--- config.mk ---
export PLATFORM = sky130hd
export DESIGN_NAME = ultrasonic_echo_ranger_median_flat
export DESIGN_NICKNAME = d
export VERILOG_FILES = /design/src/sv/uer_pkg.sv /design/src/sv/uer_in_if.sv /design/src/sv/uer_out_if.sv /design/src/sv/uer_cfg_if.sv /design/src/sv/uer_cell.sv /design/src/sv/ultrasonic_echo_ranger_median.sv /design/src/flat_wrapper.sv
export SDC_FILE = /design/constraint.sdc
export NUM_CORES = 1
export LEC_CHECK = 0
export ABC_AREA = 1
export ABC_CLOCK_PERIOD_IN_PS = 3900
export BUFFER_PORTS_ARGS = -buffer_cell sky130_fd_sc_hd__buf_2
export CAP_MARGIN = 20
export CORE_ASPECT_RATIO = 0.8
export CORE_MARGIN = 2
export CORE_UTILIZATION = 63
export CTS_CLUSTER_SIZE = 8
export DETAILED_ROUTE_END_ITERATION = 12
export MAX_ROUTING_LAYER = met4
export PLACE_DENSITY = 0.81
export SETUP_SLACK_MARGIN = 0.4
export SLEW_MARGIN = 10
export SYNTH_ARGS = -nofsm -noshare
export SYNTH_HDL_FRONTEND = slang
export SYNTH_SLANG_ARGS = --single-unit
--- constraint.sdc ---
create_clock -name clk_i -period 3.9 [get_ports clk_i]
set_input_delay 0.195 -clock clk_i [delete_from_list [all_inputs] [get_ports clk_i]]
set_output_delay 0.195 -clock clk_i [all_outputs]
set_load 0.01 [all_outputs]
--- src/sv/uer_pkg.sv ---
// Shared types and constants for the ultrasonic echo ranger.
// No dependencies; uer_cell and the top level import this package.
`default_nettype none
package uer_pkg;

  localparam int unsigned DIST_W = 10;
  localparam int unsigned TRIG_W = 16;
  localparam int unsigned TPC_W  = 16;
  localparam int unsigned PCNT_W = 4;
  localparam int unsigned GAP_W  = 24;
  localparam int unsigned CFG_IDX_W  = 3;
  localparam int unsigned CFG_DATA_W = 24;

  localparam logic [TRIG_W-1:0] TRIG_RESET = 16'd1600;
  localparam logic [TPC_W-1:0]  TPC_RESET  = 16'd2320;
  localparam logic [DIST_W-1:0] MAXR_RESET = 10'd400;
  localparam logic [PCNT_W-1:0] PCNT_RESET = 4'd5;
  localparam logic [GAP_W-1:0]  GAP_RESET  = 24'd4000000;

  typedef enum logic [CFG_IDX_W-1:0] {
    REG_TRIGGER_TICKS = 3'd0,
    REG_TICKS_PER_CM  = 3'd1,
    REG_MAX_RANGE_CM  = 3'd2,
    REG_PING_COUNT    = 3'd3,
    REG_GAP_TICKS     = 3'd4
  } reg_idx_e;

  typedef enum logic [4:0] {
    PH_IDLE = 5'b00001,
    PH_TRIG = 5'b00010,
    PH_WAIT = 5'b00100,
    PH_TIME = 5'b01000,
    PH_GAP  = 5'b10000
  } phase_e;

  // What one sorting cell tells its right-hand neighbor.
  typedef struct packed {
    logic              le;     // cell holds a value not above the inserted one
    logic              valid;
    logic [DIST_W-1:0] value;
  } cell_link_t;

endpackage
`default_nettype wire

--- src/sv/uer_in_if.sv ---
// Input channel: one timer tick word with start request and echo level.
// No dependencies.
`default_nettype none
interface uer_in_if;
  logic valid;
  logic ready;
  logic start_req;
  logic echo_level;
  modport source (output valid, output start_req, output echo_level, input ready);
  modport sink   (input valid, input start_req, input echo_level, output ready);
endinterface
`default_nettype wire

--- src/sv/uer_out_if.sv ---
// Output channel: one status word per accepted tick.
// No dependencies.
`default_nettype none
interface uer_out_if;
  logic       valid;
  logic       ready;
  logic       trig_level;
  logic       busy_res;
  logic       done_res;
  logic [9:0] distance_cm;
  modport source (output valid, output trig_level, output busy_res, output done_res,
                  output distance_cm, input ready);
  modport sink   (input valid, input trig_level, input busy_res, input done_res,
                  input distance_cm, output ready);
endinterface
`default_nettype wire

--- src/sv/uer_cfg_if.sv ---
// Configuration write channel: register index and write data.
// No dependencies.
`default_nettype none
interface uer_cfg_if;
  logic        valid;
  logic        ready;
  logic [2:0]  index;
  logic [23:0] data;
  modport source (output valid, output index, output data, input ready);
  modport sink   (input valid, input index, input data, output ready);
endinterface
`default_nettype wire

--- src/sv/uer_cell.sv ---
// One cell of the insertion-sorting chain holding ping distances.
// Depends on uer_pkg.
`default_nettype none
module uer_cell (
  input  logic                      clk_i,
  input  logic                      rst_ni,
  input  logic                      clear_i,
  input  logic                      insert_i,
  input  logic [uer_pkg::DIST_W-1:0] new_i,
  input  uer_pkg::cell_link_t       prev_i,
  output uer_pkg::cell_link_t       link_o
);
  import uer_pkg::*;

  logic              valid_q, valid_d;
  logic [DIST_W-1:0] value_q, value_d;
  logic              le;

  assign le = valid_q && (value_q <= new_i);

  // A cell keeps its value when it is not above the new one; otherwise it
  // takes the new value or shifts in its left neighbor's.
  always_comb begin
    valid_d = valid_q;
    value_d = value_q;
    if (clear_i) begin
      valid_d = 1'b0;
    end else if (insert_i && !le) begin
      if (prev_i.le) begin
        value_d = new_i;
        valid_d = 1'b1;
      end else begin
        value_d = prev_i.value;
        valid_d = prev_i.valid;
      end
    end
  end

  always_ff @(posedge clk_i or negedge rst_ni) begin
    if (!rst_ni) begin
      valid_q <= 1'b0;
    end else begin
      valid_q <= valid_d;
    end
  end

  always_ff @(posedge clk_i) begin
    value_q <= value_d;
  end

  assign link_o = '{le: le, valid: valid_q, value: value_q};
endmodule
`default_nettype wire

--- src/sv/ultrasonic_echo_ranger_median.sv ---
// Top level of the ultrasonic echo ranger with median filter.
// Depends on uer_pkg, uer_in_if, uer_out_if, uer_cfg_if and uer_cell.
//
//   channel | role | word contents
//   in_i    | sink | start_req, echo_level (one timer tick)
//   out_o   | src  | trig_level, busy_res, done_res, distance_cm
//   cfg_i   | sink | index, data (register write, always ready)
//
// A tick word is accepted whenever the output register is empty or being
// emptied, so one word per cycle flows through while the output is not stalled.
// Each accepted tick yields exactly one status word in the output register.
// A stalled output holds the status word and stops input acceptance.
// Reset returns to idle with the register defaults and an empty sort chain.
// The median needs no sort pass: each ping's distance is inserted into a
// sorted chain of cells as it is measured, and the done tick reads one cell.
`default_nettype none
module ultrasonic_echo_ranger_median #(
  parameter int unsigned MAX_PINGS = 15
) (
  input  logic      clk_i,
  input  logic      rst_ni,
  uer_in_if.sink    in_i,
  uer_out_if.source out_o,
  uer_cfg_if.sink   cfg_i
);
  import uer_pkg::*;

  localparam int unsigned IW  = $clog2(MAX_PINGS + 1);
  localparam int unsigned NW  = (IW > PCNT_W) ? IW : PCNT_W;
  localparam logic [NW-1:0] MAXN = NW'(MAX_PINGS);

  // Configuration registers.
  logic [TRIG_W-1:0] trig_ticks_q;
  logic [TPC_W-1:0]  tpc_q;
  logic [DIST_W-1:0] max_range_q;
  logic [PCNT_W-1:0] ping_count_q;
  logic [GAP_W-1:0]  gap_ticks_q;

  assign cfg_i.ready = 1'b1;

  always_ff @(posedge clk_i or negedge rst_ni) begin
    if (!rst_ni) begin
      trig_ticks_q <= TRIG_RESET;
      tpc_q        <= TPC_RESET;
      max_range_q  <= MAXR_RESET;
      ping_count_q <= PCNT_RESET;
      gap_ticks_q  <= GAP_RESET;
    end else if (cfg_i.valid) begin
      unique case (cfg_i.index)
        REG_TRIGGER_TICKS: trig_ticks_q <= cfg_i.data[TRIG_W-1:0];
        REG_TICKS_PER_CM:  tpc_q        <= cfg_i.data[TPC_W-1:0];
        REG_MAX_RANGE_CM:  max_range_q  <= cfg_i.data[DIST_W-1:0];
        REG_PING_COUNT:    ping_count_q <= cfg_i.data[PCNT_W-1:0];
        REG_GAP_TICKS:     gap_ticks_q  <= cfg_i.data[GAP_W-1:0];
        default: ;
      endcase
    end
  end

  // Sequencer state.
  phase_e            phase_q, phase_d;
  logic [GAP_W-1:0]  tick_q, tick_d;
  logic [TPC_W-1:0]  sub_q, sub_d;
  logic [DIST_W-1:0] cm_q, cm_d;
  logic [IW-1:0]     ping_q, ping_d;
  logic [DIST_W-1:0] median_q, median_d;
  logic              done;
  logic              clear_chain, insert;

  // Output register.
  logic              out_valid_q;
  logic              trig_q, busy_q, done_q;

  logic in_fire;
  assign in_i.ready = !out_valid_q || out_o.ready;
  assign in_fire    = in_i.valid && in_i.ready;

  // Pings wanted, clamped to one through MAX_PINGS.
  logic [NW-1:0] n_raw, n_want;
  logic [IW-1:0] k_sel;
  assign n_raw  = NW'(ping_count_q);
  assign n_want = (n_raw == '0) ? NW'(1) : ((n_raw > MAXN) ? MAXN : n_raw);
  assign k_sel  = IW'(n_want >> 1);

  // Sorting chain: cell 0 sits leftmost and holds the smallest distance.
  // The chain must only move on accepted ticks.
  cell_link_t link [MAX_PINGS+1];
  assign link[0] = '{le: 1'b1, valid: 1'b1, value: '0};

  for (genvar g = 0; g < MAX_PINGS; g++) begin : g_cell
    uer_cell u_cell (
      .clk_i    (clk_i),
      .rst_ni   (rst_ni),
      .clear_i  (clear_chain && in_fire),
      .insert_i (insert && in_fire),
      .new_i    (cm_q),
      .prev_i   (link[g]),
      .link_o   (link[g+1])
    );
  end

  logic [DIST_W-1:0] median_pick;
  always_comb begin
    median_pick = '0;
    for (int i = 0; i < MAX_PINGS; i++) begin
      if (k_sel == IW'(i)) median_pick = link[i+1].value;
    end
  end

  logic [TPC_W:0] sub_inc;
  logic [IW-1:0]  ping_inc;
  assign sub_inc  = {1'b0, sub_q} + 1'b1;
  assign ping_inc = ping_q + 1'b1;

  always_comb begin
    phase_d     = phase_q;
    tick_d      = tick_q;
    sub_d       = sub_q;
    cm_d        = cm_q;
    ping_d      = ping_q;
    median_d    = median_q;
    done        = 1'b0;
    clear_chain = 1'b0;
    insert      = 1'b0;
    unique case (phase_q)
      PH_IDLE: begin
        if (in_i.start_req) begin
          phase_d     = PH_TRIG;
          tick_d      = GAP_W'(1);
          ping_d      = '0;
          clear_chain = 1'b1;
        end
      end
      PH_TRIG: begin
        if (tick_q >= GAP_W'(trig_ticks_q)) begin
          phase_d = PH_WAIT;
        end else begin
          tick_d = tick_q + 1'b1;
        end
      end
      PH_WAIT: begin
        if (in_i.echo_level) begin
          phase_d = PH_TIME;
          sub_d   = '0;
          cm_d    = '0;
        end
      end
      PH_TIME: begin
        if (in_i.echo_level && (cm_q < max_range_q)) begin
          if (sub_inc >= {1'b0, tpc_q}) begin
            sub_d = '0;
            cm_d  = cm_q + 1'b1;
          end else begin
            sub_d = sub_inc[TPC_W-1:0];
          end
        end else begin
          insert  = (NW'(ping_q) < MAXN);
          phase_d = PH_GAP;
          tick_d  = '0;
        end
      end
      PH_GAP: begin
        if (tick_q >= gap_ticks_q) begin
          if (NW'(ping_inc) >= n_want) begin
            median_d = median_pick;
            phase_d  = PH_IDLE;
            ping_d   = '0;
            done     = 1'b1;
          end else begin
            ping_d  = ping_inc;
            phase_d = PH_TRIG;
            tick_d  = GAP_W'(1);
          end
        end else begin
          tick_d = tick_q + 1'b1;
        end
      end
      default: phase_d = PH_IDLE;
    endcase
  end

  always_ff @(posedge clk_i or negedge rst_ni) begin
    if (!rst_ni) begin
      phase_q     <= PH_IDLE;
      tick_q      <= '0;
      sub_q       <= '0;
      cm_q        <= '0;
      ping_q      <= '0;
      median_q    <= '0;
      out_valid_q <= 1'b0;
      trig_q      <= 1'b0;
      busy_q      <= 1'b0;
      done_q      <= 1'b0;
    end else begin
      if (in_fire) begin
        phase_q     <= phase_d;
        tick_q      <= tick_d;
        sub_q       <= sub_d;
        cm_q        <= cm_d;
        ping_q      <= ping_d;
        median_q    <= median_d;
        out_valid_q <= 1'b1;
        trig_q      <= (phase_d == PH_TRIG);
        busy_q      <= (phase_d != PH_IDLE);
        done_q      <= done;
      end else if (out_o.ready) begin
        out_valid_q <= 1'b0;
      end
    end
  end

  assign out_o.valid       = out_valid_q;
  assign out_o.trig_level  = trig_q;
  assign out_o.busy_res    = busy_q;
  assign out_o.done_res    = done_q;
  assign out_o.distance_cm = median_q;
endmodule
`default_nettype wire
--- src/flat_wrapper.sv ---
// flat-port wrapper written by rule: the top's interface ports become plain ports
module ultrasonic_echo_ranger_median_flat import uer_pkg::*;
#(
  parameter int unsigned MAX_PINGS = 15
)
  (clk_i, rst_ni, in_i_valid, in_i_start_req, in_i_echo_level, in_i_ready, out_o_valid, out_o_trig_level, out_o_busy_res, out_o_done_res, out_o_distance_cm, out_o_ready, cfg_i_valid, cfg_i_index, cfg_i_data, cfg_i_ready);
  uer_in_if in_i_i ();
  uer_out_if out_o_i ();
  uer_cfg_if cfg_i_i ();
  input  logic clk_i;
  input  logic rst_ni;
  input wire logic [$bits(in_i_i.valid)-1:0] in_i_valid;
  input wire logic [$bits(in_i_i.start_req)-1:0] in_i_start_req;
  input wire logic [$bits(in_i_i.echo_level)-1:0] in_i_echo_level;
  output wire logic [$bits(in_i_i.ready)-1:0] in_i_ready;
  output wire logic [$bits(out_o_i.valid)-1:0] out_o_valid;
  output wire logic [$bits(out_o_i.trig_level)-1:0] out_o_trig_level;
  output wire logic [$bits(out_o_i.busy_res)-1:0] out_o_busy_res;
  output wire logic [$bits(out_o_i.done_res)-1:0] out_o_done_res;
  output wire logic [$bits(out_o_i.distance_cm)-1:0] out_o_distance_cm;
  input wire logic [$bits(out_o_i.ready)-1:0] out_o_ready;
  input wire logic [$bits(cfg_i_i.valid)-1:0] cfg_i_valid;
  input wire logic [$bits(cfg_i_i.index)-1:0] cfg_i_index;
  input wire logic [$bits(cfg_i_i.data)-1:0] cfg_i_data;
  output wire logic [$bits(cfg_i_i.ready)-1:0] cfg_i_ready;
  assign in_i_i.valid = in_i_valid;
  assign in_i_i.start_req = in_i_start_req;
  assign in_i_i.echo_level = in_i_echo_level;
  assign in_i_ready = in_i_i.ready;
  assign out_o_valid = out_o_i.valid;
  assign out_o_trig_level = out_o_i.trig_level;
  assign out_o_busy_res = out_o_i.busy_res;
  assign out_o_done_res = out_o_i.done_res;
  assign out_o_distance_cm = out_o_i.distance_cm;
  assign out_o_i.ready = out_o_ready;
  assign cfg_i_i.valid = cfg_i_valid;
  assign cfg_i_i.index = cfg_i_index;
  assign cfg_i_i.data = cfg_i_data;
  assign cfg_i_ready = cfg_i_i.ready;
  ultrasonic_echo_ranger_median #(.MAX_PINGS(MAX_PINGS)) u_core (.clk_i(clk_i), .rst_ni(rst_ni), .in_i(in_i_i), .out_o(out_o_i), .cfg_i(cfg_i_i));
endmodule
==> results of run 1 <==
## layer usage
metal	share of wire (%)	vias to the layer above	global-route usage, %
li1	-	6422	-
met4	2.8	0	9.78
met1	43	6271	47.8
met2	45	603	50.5
met5	0	-	-
met3	9.5	92	5.77
## report_power, final
part           internal (W)  switching (W)  leakage, nW  total [W]
combinational      0.000539        0.00112         5.21    0.00166
sequential          0.00279       0.000197         2.68    0.00298
clock               0.00167        0.00109        0.472    0.00277
total               0.00500        0.00241         8.36    0.00741
## sequential cells by signal, indices dropped and copies added, names as in the netlist, 4 cells and up
register	flops
u_core.out_o.distance_cm	10
u_core.cm_q	10
u_core.ping_q	4
u_core.g_cell.u_cell.value_q	80
u_core.n_raw	4
u_core.g_cell.u_cell.valid_q	8
u_core.phase_q	5
u_core.tick_q	24
u_core.gap_ticks_q	24
u_core.tpc_q	16
u_core.trig_ticks_q	16
u_core.max_range_q	10
u_core.sub_q	16
## cell type report
type / instances / area (µm²) / area share [%]
multi-input combinational: 1373 / 7530 / 45.3
sequential: 231 / 6200 / 37.3
clock buffer: 58 / 962 / 5.78
inverter: 230 / 863 / 5.19
timing repair buffer: 95 / 651 / 3.91
tap: 312 / 390 / 2.35
clock inverter: 2 / 32.5 / 0.196
## through the flow
| step | worst slack [ns] | hold WS [ns] | cell area [µm²] |
|---|---|---|---|
| finish | 0.750 | 0.00832 | 16600 |
| global route | 0.466 | 0.0270 | 16600 |
| CTS | 0.548 | 0.00799 | 16600 |
| detailed placement | 0.564 | 0.353 | 15500 |
| global placement | 0.708 | 0.340 | 15500 |
| floorplan | 1.09 | -0.101 | 14800 |
## what timing repair did
item / 4_1_cts / 5_1_grt
setup buffers: 0 / 1
gates resized for setup: 0 / 1
hold endpoints to repair: 94 / 0
hold buffers: 14 / 0
endpoints found under the setup margin: 0 / 16
## worst max-delay path by stage
stage               depth (start not counted)  slack [ns]                                            to
floorplan                                  18        1.09                   u_core.sub_q[5]$_DFFE_PN0P_
global placement                           17        0.71                  u_core.sub_q[14]$_DFFE_PN0P_
detailed placement                         17        0.56                   u_core.sub_q[5]$_DFFE_PN0P_
CTS                                        17        0.55                   u_core.sub_q[5]$_DFFE_PN0P_
global route                               18        0.47                   u_core.sub_q[2]$_DFFE_PN0P_
finish                                      9        0.75  u_core.g_cell[6].u_cell.value_q[7]$_DFFE_PP_
## cells by family after synthesis
| group | Yosys count | synth area share (%) |
|---|---|---|
| xor gates and xnor gates | 34 | 2.01 |
| adders and majority gates | 153 | 12.9 |
| DFF | 231 | 41.9 |
| and+or+nand+nor | 899 | 25.3 |
| AOI/OAI and AO/OA | 286 | 10.6 |
| buffers and inverters | 279 | 7.24 |
| other | 1 | 0.0253 |
## layout by cell type, fill, tap and decap left out, types with 2 or more instances in the layout
master / count
sky130_fd_sc_hd__a211oi_1: 5
sky130_fd_sc_hd__a21o_1: 2
sky130_fd_sc_hd__a21oi_1: 73
sky130_fd_sc_hd__a21oi_2: 2
sky130_fd_sc_hd__a31oi_1: 10
sky130_fd_sc_hd__buf_2: 47
sky130_fd_sc_hd__buf_4: 31
sky130_fd_sc_hd__buf_6: 2
sky130_fd_sc_hd__clkbuf_1: 23
sky130_fd_sc_hd__clkbuf_16: 35
sky130_fd_sc_hd__clkinv_1: 8
sky130_fd_sc_hd__clkinv_8: 2
sky130_fd_sc_hd__dfrtp_1: 132
sky130_fd_sc_hd__dfstp_2: 19
sky130_fd_sc_hd__dlygate4sd3_1: 14
sky130_fd_sc_hd__edfxtp_1: 80
sky130_fd_sc_hd__ha_1: 153
sky130_fd_sc_hd__inv_1: 219
sky130_fd_sc_hd__inv_2: 3
sky130_fd_sc_hd__nand2_1: 627
sky130_fd_sc_hd__nand3_1: 83
sky130_fd_sc_hd__nand3b_1: 2
sky130_fd_sc_hd__nand4_1: 48
sky130_fd_sc_hd__nor2_1: 99
sky130_fd_sc_hd__nor2_2: 3
sky130_fd_sc_hd__nor2_4: 2
sky130_fd_sc_hd__nor3_1: 19
sky130_fd_sc_hd__nor3_2: 5
sky130_fd_sc_hd__nor4_1: 4
sky130_fd_sc_hd__o2111ai_1: 12
sky130_fd_sc_hd__o211ai_1: 10
sky130_fd_sc_hd__o21a_1: 2
sky130_fd_sc_hd__o21ai_0: 160
sky130_fd_sc_hd__o21bai_1: 5
sky130_fd_sc_hd__o22ai_1: 2
sky130_fd_sc_hd__xnor2_1: 8
sky130_fd_sc_hd__xor2_1: 26
## worst max-delay path: cells and delay by family, from the launching register on
family | cells | cell delay [ns]
compound gates | 2 | 0.50
fa+ha+maj | 1 | 0.52
buf+inv | 2 | 0.81
flops | 1 | 0.50
simple gates | 4 | 0.55
==> key figures, run 1 <==
Status
  • Status: finished clean

Logic synthesis
  • Most frequent cells after synthesis: sky130_fd_sc_hd__nand2_1, sky130_fd_sc_hd__inv_1, sky130_fd_sc_hd__o21ai_0
  • Dominant cell by count in the synthesized netlist: sky130_fd_sc_hd__nand2_1
  • EDFF count, synth: 80
  • Cells taking the most area after synthesis: sky130_fd_sc_hd__dfrtp_1, sky130_fd_sc_hd__edfxtp_1, sky130_fd_sc_hd__nand2_1
  • Synth warn: 0
  • Mapped Avg Cell Area: 7.86 µm²
  • Main synth FF type: sky130_fd_sc_hd__dfrtp_1
  • Synth Instances: between 1500 and 2000
  • Sequential cell area fraction in the yosys report: 41.9%
  • Cell accounting for the most synthesized area: sky130_fd_sc_hd__dfrtp_1
  • Share of flip-flops with an asynchronous set or reset: 65.4%
  • Net Count, Synth: 2070
  • Share of the synthesized area in the top cell type: around 22%
  • Post-Syn Area: 0.0148 mm²
  • Register bit count reported by yosys: 231
  • Count of cell types in the netlist: 46

Detailed routing
  • DRC: 0
  • Average wire per standard cell: ~17 µm
  • Number of violations reported at the end of detailed-routing iteration 0: around 1400
  • Via count: 13400
  • Residual antenna-violating net count after detailed routing: 0
  • Overall routed net length: around 40000 µm
  • Count of TritonRoute iterations in the first routing pass: 7
  • Via density per instance: 5.82

Timing
  • Finish-stage setup viols: 0
  • Unrepaired setup endpoints after global routing: false
  • Min cycle time layout: ~3.1 ns
  • Worst-Margin Slew: between 0.9 and 1 ns
  • Final cycle utilization of the critical path: around four fifths
  • Final-report hold violation count: 0
  • Setup TNS: 0 ns
  • Max Clk Rate: 317 MHz
  • Worst clock skew: 0.0202 ns
  • Max-slew violation total from the final report: 0
  • Relative slew margins: 34.6%

Layout
  • Final cell count without fillers: 2301
  • Area growth from synthesis to final layout: 12.4%
  • Post-layout net count: 2152
  • Layout cells sized above 1: 7.94%
  • Fillers: 1753
  • Number of antenna diodes: 0
  • Final cell utilization of the core: between 70 and 80%

Flow run
  • MaxCap Viol Count: 0

Setup path
  • Endpoint of the worst-slack reg-to-reg timing path: u_core.g_cell[6].u_cell.value_q[7]$_DFFE_PP_
  • Reg-to-reg setup timing slack: 0.75 ns
  • Slowest CP cell: sky130_fd_sc_hd__clkinv_1
  • Cell-by-cell trace of the critical path: clkinv_1 -> ha_1 -> nand2_1 -> nor4_1 -> nand3_1 -> a21oi_1 -> inv_2 -> nand2_1 -> o21ai_0
  • Highest net fanout along the worst path: 18
  • Most numerous cell on the critical path: sky130_fd_sc_hd__nand2_1
  • Peak per-stage delay on the critical path: 0.57 ns
  • Path depth of the worst reg2reg path: 9
  • CP Data Arrival Time: 3.40 ns
  • Crit Path Category: flip-flop to flip-flop
  • Launching instance or port of the critical path: u_core.cm_q[6]$_DFFE_PN0P_
  • Crit end category: flip-flop
  • Startpoint of the most critical register-to-register path: u_core.cm_q[6]$_DFFE_PN0P_
  • Required time of the worst setup path: approximately 4.2 ns
  • Kind of launch point of the worst setup path: flip-flop

Place
  • DPL Wire Length: between 20000 and 30000 µm
  • Number of buffers added on ports: 48
  • Weighted congestion at the end of routability-driven global placement: 0.947
  • Number of placed instances with taps included: 2226

Global routing
  • First-pass GRT wire length: between 60000 and 70000 µm
  • Total congestion overflow: 0
  • GRT Total Usage: 33.8%
  • Antenna violations before repair: 0
  • Largest net degree at the start of global routing: 98
  • Vias in the first global route: about 13000

Min path
  • Number of cells traversed by the worst hold path: 3
  • Start point of the worst min-delay path: cfg_i_data[7]
  • Worst hold-check path type: input port to flip-flop
  • Terminating pin of the worst hold path: u_core.max_range_q[7]$_DFFE_PN1P_

CTS
  • Cell chosen for the clock root: sky130_fd_sc_hd__clkbuf_16
  • Clock buffer count from CTS: 34
  • Sink Count: 231
  • TritonCTS clock tree: done
  • Clock-pin transition on the worst setup and hold timing paths: 0.05 ns
  • Worst-skew pair later-pin latency: 0.52 ns
  • CTS H-Tree Depth: 2
  • Number of buffers on the longest clock path: 3

Floorplan
  • Placeable core region: 0.0232 mm²
  • Rows: 50
  • Initial Utilization: 63.8%
  • Width of the die: 175 µm
  • Floorplan die height: 141 µm
  • Floorplan die area: approximately 0.025 mm²
  • Ports: 50

Power
  • Static Leak: 8.36 nW
  • Worst IR Drop VDD: 336 µV
  • Power Density: 446 mW/mm²
  • Pwr Total: 0.00741 W
Power figures use the tool's default switching activity.
==> run 2: changes to the inputs <==
--- a/config.mk
+++ b/config.mk
@@ -6,7 +6,7 @@
 export NUM_CORES = 1
 export LEC_CHECK = 0
 export ABC_AREA = 1
-export ABC_CLOCK_PERIOD_IN_PS = 3900
+export ABC_CLOCK_PERIOD_IN_PS = 3050
 export BUFFER_PORTS_ARGS = -buffer_cell sky130_fd_sc_hd__buf_2
 export CAP_MARGIN = 20
 export CORE_ASPECT_RATIO = 0.8
==> constraint.sdc (replaced) <==
create_clock -name clk_i -period 3.05 [get_ports clk_i]
set_input_delay 0.1525 -clock clk_i [delete_from_list [all_inputs] [get_ports clk_i]]
set_output_delay 0.1525 -clock clk_i [all_outputs]
set_load 0.01 [all_outputs]
==> run 2 against run 1 <==
Compared with the run above:
- the run now ends with negative setup slack left
- wire length is 10% higher
- critical endpoint is now u_core.sub_q[5]$_DFFE_PN0P_
- first-iteration DRC count is 23% higher
- clock skew is 0.0032 ns higher
==> key figures, run 2 (synthesized netlist as in run 1, its figures left out) <==
Global routing
  • Vias in the first global route: 13500 (+7.5%)
  • First-pass GRT wire length: 69800 µm (+7.8%)
  • GRT Total Usage: 36.7% (+2.8 points)
  • Total congestion overflow: 0 (unchanged)
  • Antenna violations before repair: 0 (unchanged)
  • Largest net degree at the start of global routing: 79 (-19%)

Detailed routing
  • Residual antenna-violating net count after detailed routing: 0 (unchanged)
  • Number of violations reported at the end of detailed-routing iteration 0: 1722 (+23%)
  • Via density per instance: 5.87 (+0.92%)
  • DRC: 0 (unchanged)
  • Met2 wire length: 19600 µm (+9.5%)
  • Detailed-routing wirelength on met1: 18500 µm (+7.6%)
  • Average wire per standard cell: 18.5 µm (+6.8%)
  • Overall routed net length: 44100 µm (+10%)
  • Count of TritonRoute iterations in the first routing pass: 6 (-1)
  • Via count: 14000 (+4.3%)
  • WL met3: 4750 µm (+25%)
  • Topmost layer with routed signal wires: met4

Layout
  • Final cell utilization of the core: 75.9% (+4.3 points)
  • Max FFs per register: 80 (unchanged)
  • Most used cells in the layout excluding fill and tap cells: sky130_fd_sc_hd__nand2_1, sky130_fd_sc_hd__inv_1, sky130_fd_sc_hd__o21ai_0
  • Top flop regs: u_core.g_cell.u_cell.value_q x80, u_core.gap_ticks_q x24, u_core.tick_q x24
  • Design area: 0.0176 mm² (+6.0%)
  • Number of antenna diodes: 0 (unchanged)
  • Most frequent standard cell in the layout excluding fill and tap cells: sky130_fd_sc_hd__nand2_1
  • Area growth from synthesis to final layout: 19.1%
  • Layout cells sized above 1: 14.2% (+6.2 points)
  • Top register by number of flip-flops: u_core.g_cell.u_cell.value_q
  • Post-layout net count: 2228 (+3.5%)
  • Fillers: 1582 (-9.8%)

Setup path
  • Required time of the worst setup path: 3.49 ns (-0.66 ns)
  • Kind of launch point of the worst setup path: flip-flop
  • Slowest CP cell: sky130_fd_sc_hd__dfrtp_1
  • Crit Path Category: flip-flop to flip-flop
  • Startpoint of the most critical register-to-register path: u_core.sub_q[1]$_DFFE_PN0P_
  • Highest net fanout along the worst path: 8 (-10)
  • Path depth of the worst reg2reg path: 18 (+9)
  • Crit end category: flip-flop
  • Reg-to-reg setup timing slack: -0.04 ns (-0.79 ns)
  • Kind of cell with the highest combined delay on the critical path: simple AND/OR/NAND/NOR gates
  • Cell-by-cell trace of the critical path: ha_2 -> nand2_2 -> nor2_4 -> nand4_1 -> nor2_2 -> nand2_2 -> xnor2_2 -> ha_1 -> a21oi_2 -> nor2_2 -> nor3_2 -> nand2_1 -> a21oi_2 -> nand2_4 -> nor3_4 -> buf_6 -> nand2_1 -> nand2_1
  • Most numerous cell on the critical path: sky130_fd_sc_hd__nand2_1
  • Sum of buffers and inverters on the critical path: 1 (-1)
  • Peak per-stage delay on the critical path: 0.40 ns (-0.17 ns)
  • Endpoint of the worst-slack reg-to-reg timing path: u_core.sub_q[5]$_DFFE_PN0P_
  • CP Data Arrival Time: 3.53 ns (+0.13 ns)

Min path
  • Worst hold-check path type: input port to flip-flop
  • Terminating pin of the worst hold path: u_core.tpc_q[4]$_DFFE_PN1P_
  • Number of cells traversed by the worst hold path: 3 (unchanged)
  • Start point of the worst min-delay path: cfg_i_data[4]

CTS
  • Cell chosen for the clock root: sky130_fd_sc_hd__clkbuf_16
  • Sink Count: 231 (unchanged)
  • Worst-skew pair later-pin latency: 0.51 ns (about the same)
  • Clock buffer count from CTS: 34 (unchanged)
  • Number of buffers on the longest clock path: 3 (unchanged)
  • TritonCTS clock tree: done
  • CTS H-Tree Depth: 2 (unchanged)
  • Clock-pin transition on the worst setup and hold timing paths: 0.05 ns (about the same)

Status
  • Status: complete, but fails checks
  • Failing checks: negative setup slack

Place
  • DPL Wire Length: 29800 µm (+4.9%)
  • Weighted congestion at the end of routability-driven global placement: 0.939 (-0.79%)
  • Number of buffers added on ports: 48 (unchanged)
  • Pre-CTS WS: 0.00950 ns (-0.555 ns)
  • Cell area after placement: 0.0157 mm² (+1.5%)

Floorplan
  • Width of the die: 175 µm (unchanged)
  • Ports: 50 (unchanged)
  • Initial Utilization: 63.8% (unchanged)
  • Rows: 50 (unchanged)
  • Floorplan die height: 141 µm (unchanged)
  • Floorplan die area: 0.0247 mm² (unchanged)
  • Placeable core region: 0.0232 mm² (unchanged)

Flow run
  • MaxCap Viol Count: 0 (unchanged)

Timing
  • Unrepaired setup endpoints after global routing: true
  • Final cycle utilization of the critical path: 101% (+21 points)
  • Worst clock skew: 0.0234 ns (+0.00320 ns)
  • Max-slew violation total from the final report: 0 (unchanged)
  • Worst-Margin Slew: 0.970 ns (-0.00857 ns)
  • Max Clk Rate: 324 MHz (+1.9%)
  • Finish-stage setup viols: 17 (+17)
  • Relative slew margins: 35.2% (+0.57 points)
  • Minimum setup slack in the final design: -0.0399 ns (-0.790 ns)
  • Min cycle time layout: 3.09 ns (-0.0597 ns)
  • Final-layout worst hold slack: 0.0515 ns (+0.0432 ns)
  • Final-report hold violation count: 0 (unchanged)

Power
  • Worst IR Drop VDD: 435 µV (+29%)
  • Power Density: 556 mW/mm² (+25%)
  • Static Leak: 8.82 nW (+5.4%)
[run 2: changes by cell type in the layout (fill, tap and decap cells not counted), sizes merged]
| cell | change |
|---|---|
| inv | -5 |
| dlygate4sd3 | +6 |
| clkinvlp | +6 |
| nor2 | +1 |
| buf | +68 |
| clkbuf | +2 |
[run 2: repair_timing]
item | in CTS | in global routing
gates cloned | 2 | 2
endpoints found under the hold margin | 97 | 0
hold buffers | 20 | 0
resized for setup | 47 | 51
pin swaps | 25 | 29
endpoints found under the setup margin | 143 | 198
buffers inserted | 29 | 12
[run 2: where the power goes]
part,internal (W),switching (W),total (W)
sequential,0.00356,0.000253,0.00382
combinational,0.000856,0.00158,0.00244
clock,0.00215,0.00139,0.00355
total,0.00657,0.00323,0.00980
[run 2: how the worst max path moves through the flow]
stage	startpoint	to	slack, ns	depth (start not counted)
CTS	u_core.sub_q[1]$_DFFE_PN0P_	u_core.sub_q[5]$_DFFE_PN0P_	0.23	18
detailed placement	u_core.sub_q[0]$_DFFE_PN0P_	u_core.sub_q[7]$_DFFE_PN0P_	0.01	18
finish	u_core.sub_q[1]$_DFFE_PN0P_	u_core.sub_q[5]$_DFFE_PN0P_	-0.04	18
global placement	u_core.sub_q[0]$_DFFE_PN0P_	u_core.sub_q[14]$_DFFE_PN0P_	0.18	18
global route	u_core.sub_q[4]$_DFFE_PN0P_	u_core.sub_q[11]$_DFFE_PN0P_	-0.21	19
floorplan	u_core.sub_q[0]$_DFFE_PN0P_	u_core.sub_q[5]$_DFFE_PN0P_	0.24	18
[run 2: per-layer routing]
metal | GRT usage, % | vias up
met4 | 11.1 | 0
met3 | 6.01 | 122
met5 | - | -
li1 | - | 6566
met2 | 54.6 | 779
met1 | 51.8 | 6502
[run 2: cell type report]
cell class / instances / area, µm² / area share, %
repair inverters: 1 / 7.51 / 0.0426
clock inverters: 2 / 32.5 / 0.185
inverters: 230 / 888 / 5.04
well taps: 312 / 390 / 2.21
clock buffers: 60 / 970 / 5.50
multi-input cells: 1374 / 7820 / 44.4
repair buffers: 169 / 1310 / 7.40
flip-flops and latches: 231 / 6210 / 35.2
[run 2: metrics by stage]
stage,TNS [ns],std cells,power [W]
after floorplan,0,1883,0.00516
after global placement,0,2251,0.00583
after detailed placement,0,2251,0.00595
after CTS,0,2364,0.00963
after global routing,-4.14,2379,0.0103
final,-0.421,2379,0.00980
[run 2: worst register-to-register path: stages, from the launching register on]
cell	delay, ns
sky130_fd_sc_hd__dfrtp_1	0.40
sky130_fd_sc_hd__ha_2	0.22
sky130_fd_sc_hd__nand2_2	0.07
sky130_fd_sc_hd__nor2_4	0.11
sky130_fd_sc_hd__nand4_1	0.16
sky130_fd_sc_hd__nor2_2	0.19
sky130_fd_sc_hd__nand2_2	0.10
sky130_fd_sc_hd__xnor2_2	0.15
sky130_fd_sc_hd__ha_1	0.35
sky130_fd_sc_hd__a21oi_2	0.18
sky130_fd_sc_hd__nor2_2	0.05
sky130_fd_sc_hd__nor3_2	0.10
sky130_fd_sc_hd__nand2_1	0.08
sky130_fd_sc_hd__a21oi_2	0.19
sky130_fd_sc_hd__nand2_4	0.10
sky130_fd_sc_hd__nor3_4	0.25
sky130_fd_sc_hd__buf_6	0.19
sky130_fd_sc_hd__nand2_1	0.07
sky130_fd_sc_hd__nand2_1	0.06
==> run 3: changes to the inputs <==
--- a/config.mk
+++ b/config.mk
@@ -14,6 +14,7 @@
 export CORE_UTILIZATION = 63
 export CTS_CLUSTER_SIZE = 8
 export DETAILED_ROUTE_END_ITERATION = 12
+export HOLD_SLACK_MARGIN = 0.12
 export MAX_ROUTING_LAYER = met4
 export PLACE_DENSITY = 0.81
 export SETUP_SLACK_MARGIN = 0.4
==> run 3 against run 2 <==
Compared with the run above:
- the flow still finishes with violations (negative setup slack)
- global-route usage is 0.40 points higher
- cell count is 0.38% higher
- sequential power hardly changed
- non-clock buffer count is 9 higher
- via count is 0.65% higher
- power is 0.19% higher
- critical path type unchanged
- largest cell class unchanged
==> key figures, run 3 (synthesized netlist as in run 1, its figures left out) <==
Global routing
  • Total congestion overflow: 0 (unchanged)
  • Vias in the first global route: 13600 (+0.68%)
  • Met2 layer usage reported by global route: 55.4% (+0.81 points)
  • Met3 Use GR: 6.31% (+0.30 points)
  • Met1 demand-to-capacity share in global routing: 51.8% (about the same)
  • Busiest grt layer: met2
  • Antenna violations before repair: 0 (unchanged)
  • Largest net degree at the start of global routing: 79 (unchanged)
  • GRT Total Usage: 37.1% (+0.40 points)
  • First-pass GRT wire length: 70500 µm (+0.99%)

CTS
  • Number of buffers on the longest clock path: 3 (unchanged)
  • CTS H-Tree Depth: 2 (unchanged)
  • Cell chosen for the clock root: sky130_fd_sc_hd__clkbuf_16
  • Worst-skew pair later-pin latency: 0.51 ns (about the same)
  • Sink Count: 231 (unchanged)
  • Clock buffer count from CTS: 34 (unchanged)
  • TritonCTS clock tree: done
  • Clock-pin transition on the worst setup and hold timing paths: 0.05 ns (about the same)

Min path
  • Worst hold-check path type: input port to flip-flop
  • Number of cells traversed by the worst hold path: 5 (+2)

Timing
  • Min cycle time layout: 3.09 ns (+0.00475 ns)
  • Unrepaired setup endpoints after global routing: true
  • Max-slew violation total from the final report: 0 (unchanged)
  • Max Clk Rate: 323 MHz (-0.15%)
  • Final-report hold violation count: 0 (unchanged)
  • Worst clock skew: 0.0213 ns (-0.00207 ns)
  • Final cycle utilization of the critical path: 101% (+0.16 points)
  • Relative slew margins: 33.7% (-1.5 points)
  • Minimum setup slack in the final design: -0.0446 ns (-0.00475 ns)
  • Worst-Margin Slew: 0.991 ns (+0.0217 ns)
  • Finish-stage setup viols: 19 (+2)

Layout
  • Number of antenna diodes: 0 (unchanged)
  • Max FFs per register: 80 (unchanged)
  • FF+latch area: 0.00621 mm² (unchanged)
  • Most used cells in the layout excluding fill and tap cells: sky130_fd_sc_hd__nand2_1, sky130_fd_sc_hd__inv_1, sky130_fd_sc_hd__o21ai_0
  • Area of the multi-input gates: 0.00782 mm² (about the same)
  • Design area: 0.0177 mm² (+0.56%)
  • Layout cells sized above 1: 14.2% (about the same)
  • Final cell utilization of the core: 76.4% (+0.43 points)
  • Area growth from synthesis to final layout: 19.7%
  • Top flop regs: u_core.g_cell.u_cell.value_q x80, u_core.gap_ticks_q x24, u_core.tick_q x24
  • Top register by number of flip-flops: u_core.g_cell.u_cell.value_q
  • Final cell count without fillers: 2388 (+0.38%)
  • Post-layout net count: 2237 (+0.40%)
  • Fillers: 1554 (-1.8%)
  • Most frequent standard cell in the layout excluding fill and tap cells: sky130_fd_sc_hd__nand2_1

Floorplan
  • Width of the die: 175 µm (unchanged)
  • Floorplan die height: 141 µm (unchanged)
  • Ports: 50 (unchanged)
  • Rows: 50 (unchanged)
  • Floorplan die area: 0.0247 mm² (unchanged)
  • Placeable core region: 0.0232 mm² (unchanged)
  • Initial Utilization: 63.8% (unchanged)

Flow run
  • MaxCap Viol Count: 0 (unchanged)

Setup path
  • Sum of buffers and inverters on the critical path: 3 (+2)
  • Crit end category: flip-flop
  • Crit Path Category: flip-flop to flip-flop
  • Kind of launch point of the worst setup path: flip-flop
  • Highest net fanout along the worst path: 8 (unchanged)
  • Path depth of the worst reg2reg path: 19 (+1)
  • Kind of cell with the highest combined delay on the critical path: simple AND/OR/NAND/NOR gates
  • Slowest CP cell: sky130_fd_sc_hd__dfrtp_1
  • Critical path depth: 19 (+1)
  • CP Data Arrival Time: 3.54 ns (about the same)
  • Most numerous cell on the critical path: sky130_fd_sc_hd__nand2_1
  • Peak per-stage delay on the critical path: 0.39 ns (about the same)
  • Required time of the worst setup path: 3.49 ns (about the same)
  • Cell-by-cell trace of the critical path: nand2_1 -> nor2_4 -> nand3_4 -> nor3b_4 -> buf_4 -> nand4_1 -> xor2_1 -> inv_1 -> ha_1 -> nand2_1 -> nor2_2 -> nand4_1 -> nand2_1 -> a21oi_2 -> nand2_4 -> nor3_4 -> buf_6 -> nand2_1 -> nand2_1

Power
  • Pwr Total: 0.00982 W (+0.19%)
  • Static Leak: 8.86 nW (+0.47%)
  • Worst IR Drop VDD: 449 µV (+3.2%)
  • Power Density: 554 mW/mm² (-0.37%)

Detailed routing
  • Number of violations reported at the end of detailed-routing iteration 0: 1751 (+1.7%)
  • Via count: 14100 (+0.65%)
  • Via density per instance: 5.89 (+0.27%)
  • Residual antenna-violating net count after detailed routing: 0 (unchanged)
  • Overall routed net length: 44500 µm (+0.98%)
  • DRC: 0 (unchanged)
  • Average wire per standard cell: 18.6 µm (+0.60%)
  • Count of TritonRoute iterations in the first routing pass: 6 (unchanged)

Place
  • Number of placed instances with taps included: 2251 (unchanged)
  • Number of buffers added on ports: 48 (unchanged)
  • Weighted congestion at the end of routability-driven global placement: 0.939 (unchanged)
  • Cell area after placement: 0.0157 mm² (unchanged)
  • DPL Wire Length: 29800 µm (unchanged)

Status
  • Status: complete, but fails checks
  • Failing checks: negative setup slack
-- run 3: cell count changes in the layout (fill, tap and decap cells not counted), sizes merged --
cell,previous run,this run
dlygate4sd3,20,29
-- run 3: stage by stage --
step | setup WS [ns] | setup TNS [ns] | hold WS [ns]
finish | -0.0446 | -0.355 | 0.119
global route | -0.230 | -4.55 | 0.154
CTS | 0.230 | 0 | 0.122
detailed placement | 0.00950 | 0 | 0.225
global placement | 0.176 | 0 | 0.224
floorplan | 0.242 | 0 | -0.143
-- run 3: layout make-up --
class | count | share of cell area [%]
Inverter | 230 | 5.01
Timing Repair inverter | 1 | 0.0424
Clock buffer | 60 | 5.47
Multi-Input combinational cell | 1374 | 44.1
Tap cell | 312 | 2.20
Timing Repair Buffer | 178 | 7.89
Sequential cell | 231 | 35.1
Clock inverter | 2 | 0.184
-- run 3: path summary, 6_finish.rpt --
kind                                                          from  slack [ns]                                 endpoint
max                                    u_core.sub_q[3]$_DFFE_PN0P_       -0.04             u_core.sub_q[12]$_DFFE_PN0P_
min                                                     in_i_valid        0.12            u_core.phase_q[0]$_DFFE_PN1P_
max reg2reg                            u_core.sub_q[3]$_DFFE_PN0P_       -0.04             u_core.sub_q[12]$_DFFE_PN0P_
min reg2reg                u_core.out_o.distance_cm[6]$_DFFE_PN0P_        0.47  u_core.out_o.distance_cm[6]$_DFFE_PN0P_
max in group asynchronous                                   rst_ni        1.89              u_core.n_raw[0]$_DFFE_PN1P_
min in group asynchronous                                   rst_ni        0.25      u_core.trig_ticks_q[11]$_DFFE_PN0P_
-- run 3: power breakdown --
group / switching (W) / internal (W)
logic: 0.00159 / 0.000866
registers: 0.000252 / 0.00356
clock network: 0.00140 / 0.00215
-- run 3: metal layers --
metal / routed length, µm / share of wire [%] / vias to the layer above
li1: - / - / 6581
met1: 18500 / 42 / 6549
met2: 19700 / 44 / 782
met3: 4810 / 11 / 148
met4: 1520 / 3.4 / 0
met5: 0 / 0 / -
-- run 3: repair_timing --
action / in CTS / in global routing
hold endpoints to repair: 149 / 0
hold buffers: 29 / 0
setup endpoints to repair: 143 / 198
pin swaps: 25 / 28
buffers inserted: 29 / 12
resized for setup: 47 / 53
cloned: 2 / 2
-- run 3: tightest hold or removal path, delay by kind of cell --
family | cells | cell delay, ns
buffers and inverters | 2 | 0.27
and+or+nand+nor | 3 | 0.19
